--- src/rtl/core/ptns_pkg.sv ---
`default_nettype none

package ptns_pkg;

  localparam int TABLE_DEPTH = 64;
  localparam int IDX_W       = (TABLE_DEPTH > 1) ? $clog2(TABLE_DEPTH) : 1;
  localparam int CNT_W       = $clog2(TABLE_DEPTH + 1);
  localparam int POINT_W     = 32;
  localparam int SQ_W        = 32;
  localparam int DIST_W      = SQ_W + 1;

  typedef enum logic [2:0] {
    CMD_ADD    = 3'd0,
    CMD_FIND   = 3'd1,
    CMD_READ   = 3'd2,
    CMD_DELETE = 3'd3,
    CMD_DUP    = 3'd4,
    CMD_REMOVE = 3'd5
  } cmd_t;

  localparam logic [1:0] ST_OK    = 2'd0;
  localparam logic [1:0] ST_EMPTY = 2'd1;
  localparam logic [1:0] ST_OOB   = 2'd2;
  localparam logic [1:0] ST_FULL  = 2'd3;

  typedef enum logic [1:0] {
    S_IDLE = 2'b01,
    S_SCAN = 2'b10
  } state_t;

  // squared-difference stage output, one entry per cycle
  typedef struct packed {
    logic               valid;
    logic [IDX_W-1:0]   idx;
    logic [POINT_W-1:0] point;
    logic [SQ_W-1:0]    sq_x;
    logic [SQ_W-1:0]    sq_y;
  } dist_t;

endpackage

`default_nettype wire

--- src/rtl/core/ptns_ram.sv ---
`default_nettype none

module ptns_ram #(
  parameter int DEPTH = 64,
  parameter int AW    = 6,
  parameter int DW    = 32
) (
  input  wire logic          clk,
  input  wire logic          we,
  input  wire logic [AW-1:0] waddr,
  input  wire logic [DW-1:0] wdata,
  input  wire logic [AW-1:0] raddr,
  output logic      [DW-1:0] rdata
);

  logic [DW-1:0] mem [DEPTH];

  always_ff @(posedge clk) begin
    if (we) begin
      mem[waddr] <= wdata;
    end
    rdata <= mem[raddr];
  end

endmodule

`default_nettype wire

--- src/rtl/core/ptns_dist.sv ---
`default_nettype none

module ptns_dist (
  input  wire logic                           clk,
  input  wire logic                           rst,
  input  wire logic                           in_valid,
  input  wire logic [ptns_pkg::IDX_W-1:0]     in_idx,
  input  wire logic [ptns_pkg::POINT_W-1:0]   in_point,
  input  wire logic [15:0]                    qx,
  input  wire logic [15:0]                    qy,
  output ptns_pkg::dist_t                     dres
);

  import ptns_pkg::*;

  logic signed [16:0] dx;
  logic signed [16:0] dy;
  logic signed [33:0] px2;
  logic signed [33:0] py2;

  assign dx  = $signed({qx[15], qx}) - $signed({in_point[15], in_point[15:0]});
  assign dy  = $signed({qy[15], qy}) - $signed({in_point[31], in_point[31:16]});
  assign px2 = dx * dx;
  assign py2 = dy * dy;

  always_ff @(posedge clk) begin
    if (rst) begin
      dres.valid <= 1'b0;
    end else begin
      dres.valid <= in_valid;
    end
    dres.idx   <= in_idx;
    dres.point <= in_point;
    // a square of a 17-bit difference never exceeds 32 bits
    dres.sq_x  <= px2[SQ_W-1:0];
    dres.sq_y  <= py2[SQ_W-1:0];
  end

endmodule

`default_nettype wire

--- src/rtl/core/point_table_nearest_search.sv ---
`default_nettype none

// Ordered table of up to 64 signed 16-bit 2-D points in a single-port-read,
// single-port-write RAM, with a stored count and a selected index. A command
// is taken when start is high and busy is low; its one result appears for a
// single cycle with done high and must be captured then, since the block
// cannot be stalled. Add, and commands that fail their checks (full, empty,
// selection out of range) or are unused, answer in the cycle after accept.
// Find, duplicate check and remove matching walk the whole table, read
// selected walks one entry and delete selected walks from the selection to
// the end. Each entry read passes the RAM output register, for find then
// the distance stage register, and done is registered once the last has.
// Duplicate check and remove matching on an empty table walk nothing and
// answer after one pass through the scan state. The RAM read port reads one
// entry per cycle. busy is low again in the cycle done is high. No
// clearing pass after reset.
module point_table_nearest_search (
  input  wire logic        clk,
  input  wire logic        rst,
  input  wire logic        start,
  output logic             busy,
  input  wire logic [2:0]  command,
  input  wire logic [15:0] point_x,
  input  wire logic [15:0] point_y,
  output logic             done,
  output logic [1:0]       status,
  output logic             found,
  output logic [15:0]      result_x,
  output logic [15:0]      result_y,
  output logic [5:0]       result_index,
  output logic [6:0]       entry_count,
  output logic             repath
);

  import ptns_pkg::*;

  state_t             state;
  cmd_t               op;
  logic [15:0]        qx;
  logic [15:0]        qy;
  logic [CNT_W-1:0]   cnt;
  logic [IDX_W-1:0]   sel;
  logic [CNT_W-1:0]   ridx;
  logic [CNT_W-1:0]   lim;
  logic [CNT_W-1:0]   wptr;
  logic               v1;
  logic [IDX_W-1:0]   i1;
  logic [POINT_W-1:0] rdata;
  dist_t              dres;

  logic               first;
  logic [DIST_W-1:0]  best_d;
  logic [IDX_W-1:0]   best_i;
  logic [POINT_W-1:0] best_pt;
  logic               acc_found;
  logic               acc_repath;
  logic [POINT_W-1:0] acc_pt;

  logic               accept;
  logic               issue;
  logic               match;
  logic               drop;
  logic               keep_wr;
  logic               add_wr;
  logic               scan_end;
  logic [DIST_W-1:0]  dsum;
  logic [CNT_W-1:0]   sel_ext;
  logic               we;
  logic [IDX_W-1:0]   waddr;
  logic [POINT_W-1:0] wdata;

  assign busy     = (state != S_IDLE);
  assign accept   = start && !busy;
  assign sel_ext  = CNT_W'(sel);
  assign issue    = (state == S_SCAN) && (ridx < lim);
  assign match    = (rdata == {qy, qx});
  assign drop     = ((op == CMD_DELETE) && (i1 == sel)) || ((op == CMD_REMOVE) && match);
  assign keep_wr  = v1 && ((op == CMD_DELETE) || (op == CMD_REMOVE)) && !drop;
  assign add_wr   = accept && (cmd_t'(command) == CMD_ADD) && (cnt < CNT_W'(TABLE_DEPTH));
  assign scan_end = (state == S_SCAN) && !issue && !v1 && !dres.valid;
  assign dsum     = {1'b0, dres.sq_x} + {1'b0, dres.sq_y};

  // compaction writes land at wptr, always below the address being read
  always_comb begin
    we    = add_wr || keep_wr;
    waddr = add_wr ? cnt[IDX_W-1:0] : wptr[IDX_W-1:0];
    wdata = add_wr ? {point_y, point_x} : rdata;
  end

  ptns_ram #(
    .DEPTH (TABLE_DEPTH),
    .AW    (IDX_W),
    .DW    (POINT_W)
  ) u_ram (
    .clk   (clk),
    .we    (we),
    .waddr (waddr),
    .wdata (wdata),
    .raddr (ridx[IDX_W-1:0]),
    .rdata (rdata)
  );

  ptns_dist u_dist (
    .clk      (clk),
    .rst      (rst),
    .in_valid (v1 && (op == CMD_FIND)),
    .in_idx   (i1),
    .in_point (rdata),
    .qx       (qx),
    .qy       (qy),
    .dres     (dres)
  );

  always_ff @(posedge clk) begin
    if (rst) begin
      state <= S_IDLE;
      cnt   <= '0;
      sel   <= '0;
      v1    <= 1'b0;
      done  <= 1'b0;
    end else begin
      done <= 1'b0;
      v1   <= issue;
      i1   <= ridx[IDX_W-1:0];
      if (issue) begin
        ridx <= ridx + CNT_W'(1);
      end

      if (accept) begin
        op       <= cmd_t'(command);
        qx       <= point_x;
        qy       <= point_y;
        status   <= ST_OK;
        found    <= 1'b0;
        result_x <= '0;
        result_y <= '0;
        repath   <= 1'b0;
        result_index <= 6'(sel);
        entry_count  <= 7'(cnt);
        first      <= 1'b1;
        acc_found  <= 1'b0;
        acc_repath <= 1'b0;
        ridx <= '0;
        lim  <= cnt;
        wptr <= '0;
        case (cmd_t'(command))
          CMD_ADD: begin
            done <= 1'b1;
            if (cnt < CNT_W'(TABLE_DEPTH)) begin
              cnt         <= cnt + CNT_W'(1);
              entry_count <= 7'(cnt + CNT_W'(1));
            end else begin
              status <= ST_FULL;
            end
          end
          CMD_FIND: begin
            if (cnt == '0) begin
              done   <= 1'b1;
              status <= ST_EMPTY;
            end else begin
              state <= S_SCAN;
            end
          end
          CMD_READ, CMD_DELETE: begin
            if (cnt == '0) begin
              done   <= 1'b1;
              status <= ST_EMPTY;
            end else if (sel_ext >= cnt) begin
              done   <= 1'b1;
              status <= ST_OOB;
            end else begin
              state <= S_SCAN;
              ridx  <= sel_ext;
              wptr  <= sel_ext;
              if (cmd_t'(command) == CMD_READ) begin
                lim <= sel_ext + CNT_W'(1);
              end
            end
          end
          CMD_DUP, CMD_REMOVE: begin
            state <= S_SCAN;
          end
          default: begin
            done <= 1'b1;
          end
        endcase
      end

      // entry data available this cycle
      if (v1) begin
        if ((op == CMD_READ) || ((op == CMD_DELETE) && (i1 == sel))) begin
          acc_pt <= rdata;
        end
        if ((op == CMD_DUP) && match) begin
          acc_found <= 1'b1;
        end
        if ((op == CMD_REMOVE) && match) begin
          acc_found <= 1'b1;
          if (wptr == sel_ext) begin
            acc_repath <= 1'b1;
          end
        end
        if (keep_wr) begin
          wptr <= wptr + CNT_W'(1);
        end
      end

      // strict compare keeps the lowest index on a tie
      if (dres.valid) begin
        first <= 1'b0;
        if (first || (dsum < best_d)) begin
          best_d  <= dsum;
          best_i  <= dres.idx;
          best_pt <= dres.point;
        end
      end

      if (scan_end) begin
        state    <= S_IDLE;
        done     <= 1'b1;
        status   <= ST_OK;
        found    <= acc_found;
        repath   <= acc_repath;
        result_x <= '0;
        result_y <= '0;
        result_index <= 6'(sel);
        entry_count  <= 7'(cnt);
        case (op)
          CMD_FIND: begin
            found        <= 1'b1;
            sel          <= best_i;
            result_index <= 6'(best_i);
            result_x     <= best_pt[15:0];
            result_y     <= best_pt[31:16];
          end
          CMD_READ: begin
            result_x <= acc_pt[15:0];
            result_y <= acc_pt[31:16];
          end
          CMD_DELETE: begin
            result_x    <= acc_pt[15:0];
            result_y    <= acc_pt[31:16];
            cnt         <= wptr;
            entry_count <= 7'(wptr);
          end
          CMD_REMOVE: begin
            cnt         <= wptr;
            entry_count <= 7'(wptr);
          end
          default: begin
          end
        endcase
      end
    end
  end

`ifndef SYNTHESIS
  a_done_not_busy: assert property (@(posedge clk) disable iff (rst)
    done |-> !busy)
    else $error("done raised while a scan is running");

  a_cnt_bound: assert property (@(posedge clk) disable iff (rst)
    cnt <= CNT_W'(TABLE_DEPTH))
    else $error("entry count above table depth");

  a_wptr_behind: assert property (@(posedge clk) disable iff (rst)
    (state == S_SCAN) |-> (wptr <= ridx))
    else $error("compaction write pointer passed read pointer");

  a_full_add: assert property (@(posedge clk) disable iff (rst)
    (accept && (command == CMD_ADD) && (cnt == CNT_W'(TABLE_DEPTH)))
      |=> (done && (status == ST_FULL) && (cnt == CNT_W'(TABLE_DEPTH))))
    else $error("add to full table not rejected");

  a_scan_no_write_add: assert property (@(posedge clk) disable iff (rst)
    add_wr |-> !keep_wr)
    else $error("add write collides with compaction write");
`endif

endmodule

`default_nettype wire
--- config.mk ---
export PLATFORM = sky130hd
export DESIGN_NAME = point_table_nearest_search
export DESIGN_NICKNAME = d
export VERILOG_FILES = /design/src/rtl/core/ptns_pkg.sv /design/src/rtl/core/ptns_ram.sv /design/src/rtl/core/ptns_dist.sv /design/src/rtl/core/point_table_nearest_search.sv
export SDC_FILE = /design/constraint.sdc
export NUM_CORES = 2
export LEC_CHECK = 0
export BUFFER_PORTS_ARGS = -buffer_cell sky130_fd_sc_hd__buf_2
export CORE_MARGIN = 5
export CORE_UTILIZATION = 40
export CTS_CLUSTER_DIAMETER = 200
export DETAILED_ROUTE_END_ITERATION = 7
export PLACE_DENSITY = 0.61
export SLEW_MARGIN = 30
export SYNTH_ARGS = -nofsm -noshare
export SYNTH_HDL_FRONTEND = slang
export SYNTH_HIERARCHICAL = 1
export SYNTH_SLANG_ARGS = --single-unit
--- constraint.sdc ---
create_clock -name clk -period 8 [get_ports clk]
set_input_delay 0.8 -clock clk [delete_from_list [all_inputs] [get_ports clk]]
set_output_delay 0.8 -clock clk [all_outputs]
set_load 0.03 [all_outputs]
# --- Word-level counts from Yosys, hierarchy flattened ---
# Memories as Yosys holds them, arrays and structs flattened. A register that Yosys moved wholly into a read port is not among the register bits.
# Cells that the tools add are included.
word_totals:
  register_bits: 337
  latchBits: 0
  ram_bits: 2048
  rom_bits: 0
  output_inout_bits: 51
  mem_count: 1
op_classes:
  add_sub_neg: 7
  mul: 2
  n_div: 0
  magnitude_cmp: 4
  eq_ne: 18
  shifts: 0
  n_mux: 61
  n_bitwise: 1
  n_reduce_logical: 41
mem_list:
  columns: ["memory", "depth", "width", "rd", "rd_clocked_by_memory_dff", "write_ports", "line", "rtl"]
  rows:
  - ["u_ram.mem", 64, 32, 1, 1, 1, "ptns_ram.sv:16", "logic [DW-1:0] mem [DEPTH];"]
ops:
  columns: ["op", "n"]
  rows:
  - ["7-bit 2-to-1 mux", 17]
  - ["17-bit by 17-bit multiplier with 32-bit output", 2]
  - ["16-bit one-hot mux with 2 select lines", 2]
  - ["16-bit 2-to-1 mux", 3]
  - ["6-bit 2-to-1 mux", 7]
  - ["16-bit by 16-bit subtractor with 17-bit output", 2]
  - ["32-bit by 32-bit adder with 33-bit output", 1]
  - ["33-bit < comparator", 1]
  - ["32-bit == test", 1]
  - ["32-bit 2-to-1 mux", 1]
  - ["7-bit by 1-bit adder with 7-bit output (second input constant)", 3]
  - ["1-bit 2-to-1 mux", 21]
  - ["2-bit 2-to-1 mux", 7]
  - ["1-bit logical AND", 13]
  - ["3-bit by 2-bit == test with 1-bit output (second input constant)", 4]
  - ["3-bit == test (second input constant)", 4]
  - ["2-bit one-hot mux with 3 select lines", 2]
  - ["2-bit OR reduction", 5]
  - ["2-bit AND reduction", 4]
  - ["6-bit by 1-bit adder with 7-bit output (second input constant)", 1]
  - ["7-bit by 6-bit == test with 1-bit output", 1]
  - ["6-bit by 7-bit greater-or-equal comparator with 1-bit output", 1]
  - ["7-bit zero test", 1]
  - ["7-bit < comparator", 1]
  - ["other kinds (15)", 29]

# --- Depth between registers and ports, before layout ---
logic_depth:
  word_depth: 8
  mapped_depth: 35
  depth_no_buf: 33

# --- By module ---
# Netlist, hierarchy kept.
modules_own_cells:
  columns: ["module", "n_inst", "cells_per_inst", "area_each_um2", "seq_area_each_um2"]
  rows:
  - ["ptns_ram", 1, 3511, 79039.6, 62139.6]
  - ["ptns_dist", 1, 2397, 22268.9, 2021.9]
  - ["point_table_nearest_search", 1, 1026, 12393.1, 6856.6]

# --- Worst setup path before layout ---
# OpenSTA, ideal clock, no wires.
synth_path:
  path_kind: "reg2reg"
  start: "register u_dist/dres[14] (netlist name)"
  end: "register best_d[0], enable pin"
  setup_time_ps: 587
  t_arrival_ps: 7868
  path_slack_ps: -455
  stages_incl_launch_ff: 17
  period_less_slack_ps: 8455
  cell_sequence: "dfxtp_1 > ha_1 > nand2_1 > or3_4 > a311o_1 > a211o_1 > a221oi_2 > nor2_1 > xnor2_1 > ha_1 > and4_1 > nand3_1 > nor3_1 > nand2_1 > nor3_1 > a32o_1 > nor3_1"
synth_via:
  elab_chain_len: 4
synth_rtl:
  columns: ["item", "line", "rtl"]
  rows:
  - ["32-bit by 32-bit adder with 33-bit output", "point_table_nearest_search.sv:81", "assign dsum = {1'b0, dres.sq_x} + {1'b0, dres.sq_y};"]
  - ["via dsum[27]", "point_table_nearest_search.sv:66", "logic [DIST_W-1:0] dsum;"]
  - ["33-bit < comparator", "point_table_nearest_search.sv:211", "if (first || (dsum < best_d)) begin"]
  - ["1-bit logical OR", "point_table_nearest_search.sv:211", null]
  - ["3-bit AND reduction (no source line)", null, null]
  - ["end signal: assignment", "point_table_nearest_search.sv:212", "best_d <= dsum;"]
  - ["end: declaration", "point_table_nearest_search.sv:52", "logic [DIST_W-1:0] best_d;"]
# The timed path passes the listed nets, and every way through them passes these cells.
# A chain may end at the register's enable or synchronous reset.

# --- Final worst setup path ---
layout_path:
  start: "register qy[1]"
  end: "register u_dist/dres[31] (netlist name)"
layout_via:
  elab_chain_len: 2
layout_rtl:
  columns: ["item", "line", "rtl"]
  rows:
  - ["start: declaration", "point_table_nearest_search.sv:40", "logic [15:0] qy;"]
  - ["start signal: assignment", "point_table_nearest_search.sv:132", "qy <= point_y;"]
  - ["16-bit by 16-bit subtractor with 17-bit output", "ptns_dist.sv:22", "assign dy = $signed({qy[15], qy}) - $signed({in_point[31], in_point[31:16]});"]
  - ["17-bit by 17-bit multiplier with 32-bit output", "ptns_dist.sv:24", "assign py2 = dy * dy;"]
  - ["via u_dist.py2[31]", "ptns_dist.sv:19", "logic signed [33:0] py2;"]
# The timed path passes the listed nets, and every way through them passes these cells.

==> results.json <==
{
  "status": "completed",
  "path_max_fanout": 7,
  "fin_cells": 11300,
  "ctsHoldBuffers": 0,
  "cts.sinks": 2415,
  "cts_made_buffers": 227,
  "first_iter_violations": 6535,
  "ys_top_cells_by_area": "edfxtp_1, fa_1, mux4_2",
  "start_util_pct": 40.2,
  "ys_types": 93,
  "ys_warn_count": 6,
  "fin_skew_ns": 0.0811,
  "cp-start-kind": "flip-flop",
  "rows": 195,
  "die_area_um2": 295000,
  "synth_ff_type": "edfxtp_1",
  "path_delay_family": "adder cells",
  "place_congestion": 0.901,
  "cp-endpoint": "u_dist/dres[31]$_DFF_P_",
  "synth_common_cells": "edfxtp_1, inv_1, fa_1",
  "seq_area_frac_synth_pct": 62.5,
  "numPortBuffers": 88,
  "io_pins": 89,
  "grt_pass1_vias": 64600,
  "die_height_um": 543,
  "synth-edff-count": 2265,
  "ys_ff_latch": 2415,
  "async_reset_ff_share_pct": 0,
  "cp.depth": 32,
  "dr.pass1.iters": 8,
  "coreArea_um2": 283000,
  "vias": 62900,
  "place_ws_ns": -0.00306,
  "synth.avg_cell_area_um2": 16.4,
  "track_usage_pct": 20.8,
  "grt_max_degree": 110,
  "fin_ws_ns": 0.292,
  "worstReg2RegStart": "qy[1]$_DFFE_PP_",
  "rrSetupSlack_ns": 0.29,
  "synthToLayoutAreaGrowth_pct": 13.5,
  "reg2regPathDepth": 32,
  "cp.required_ns": 8.70,
  "period_minus_slack_ns": 7.71,
  "crit_top_cell": "fa_1",
  "hpwl_mm": 203,
  "cpPeakStageDelay_ns": 0.53,
  "cp_num_buf_inv": 8,
  "vias_per_cell": 5.59,
  "hold_viol": 0,
  "synth_cells": 6934,
  "max-slew-margin-rel_pct": 25.3,
  "cts_root_buf": "clkbuf_16",
  "drc_errors": 0,
  "path_class": "reg -> reg",
  "maxCapViolCount": 0,
  "yosysTopAreaCellShare_pct": 59.8,
  "drv_slew": 0,
  "fmax_ghz": 0.130,
  "timing.final.crit_share_pct": 96.3,
  "tightest_slew_ns": 1.11,
  "drive_above_1_share_pct": 19.8,
  "synth_area_um2": 114000,
  "cts.htree.levels": 4,
  "ant_nets": 0,
  "dp_cells": 10800,
  "nNetsFinal": 8129,
  "crit_slowest_cell": "fa_1",
  "critical_path_arrival_ns": 8.41,
  "setup_viol": 0,
  "rr_endpoint": "u_dist/dres[31]$_DFF_P_",
  "cts.path.max_buffers": 3,
  "clk_pin_slew_worst_paths_ns": 0.06,
  "yosys.area.top_type": "edfxtp_1",
  "grt_pass1_wl_mm": 450,
  "yosysMostFrequentCell": "edfxtp_1",
  "finalWirelength_mm": 308,
  "antenna_found_initial": 38,
  "clk_latency_ns": 0.89,
  "cts_tree": "done",
  "die_x_um": 543,
  "overflow": 0,
  "critPathLaunch": "qy[1]$_DFFE_PP_",
  "worst_hold_path_type": "in -> reg",
  "avgRoutedWirePerCell_um": 27.4,
  "critPathCaptureType": "flip-flop"
}
metrics by stage:
stage               util (%)  instance area [µm²]  setup TNS, ns  hold slack, ns
detailed placement      42.7               121000       -0.00306           0.381
finish                  45.7               129000              0           0.170
global placement        42.6               120000              0           0.376
floorplan                  -               114000              0           0.367
CTS                     45.4               128000              0           0.102
global route            45.7               129000         -0.231           0.118
worst min-delay path by stage:
stage	from	to	slack, ns	cells past startpoint
after global placement	i1[5]$_DFFE_PN_	u_dist/dres[101]$_DFF_P_	0.38	0
after CTS	point_x[5]	qx[5]$_DFFE_PP_	0.10	1
after floorplan	i1[4]$_DFFE_PN_	u_dist/dres[100]$_DFF_P_	0.37	0
after detailed placement	i1[0]$_DFFE_PN_	u_dist/dres[96]$_DFF_P_	0.38	0
after global routing	point_y[13]	qy[13]$_DFFE_PP_	0.12	1
final	point_x[5]	qx[5]$_DFFE_PP_	0.17	1
metal layers:
layer	GRT usage, %	vias up	part of all wire, %	wire (µm)
li1	-	26700	-	-
met4	6.03	6	3.0	9360
met3	3.28	421	7.1	21800
met5	0	-	0.013	41
met2	34.5	2464	49	151000
met1	28.4	33300	41	126000
sequential cells by signal, indices dropped and copies added, names as in the netlist, 16 cells and up:
name and count:
u_ram/mem 2048, u_dist/dres 101, best_d 33, acc_pt 32
best_pt 32, u_ram/rdata 32, qx 16, qy 16
result_x 16, result_y 16
cell usage in the layout, fill, tap and decap left out, drive strengths merged, types with 129 or more instances in the layout:
cell / instances
edfxtp: 2265
inv: 742
fa: 518
mux4: 446
buf: 441
nor2: 363
clkbuf: 284
ha: 272
nand2: 254
mux2i: 193
dfxtp: 150
a22oi: 132
a21oi: 131
xnor2: 129
logic make-up (layout without fill, tap and decap cells):
logic type | count (synthesis) | count (layout) | synth area share, %
xor+xnor | 189 | 189 | 1.48
other cells | 1 | 10 | 0.00330
simple gates | 996 | 996 | 4.01
fa+ha+maj | 790 | 790 | 12.1
flops | 2415 | 2415 | 62.5
buf+inv | 1046 | 1611 | 3.93
mux | 682 | 682 | 11.0
compound gates | 815 | 815 | 5.05
final cells by class:
cell class / count / area [µm²]
clock inverter: 145 / 1700
tap: 3743 / 4680
inverter: 741 / 2790
multi-input combinational: 3474 / 39200
antenna: 8 / 20.0
clock buffer: 283 / 5990
timing repair buffer: 442 / 3570
sequential: 2415 / 71000
fill: 24300 / 154000
what timing repair did:
item,CTS,global route
buffers inserted,0,31
pin swaps,0,45
resized for setup,2,92
endpoints found under the setup margin,2,20
Power is left out: the tool's default activity adds up to more than one toggle a clock period on the data nets, which glitch-free logic cannot reach.
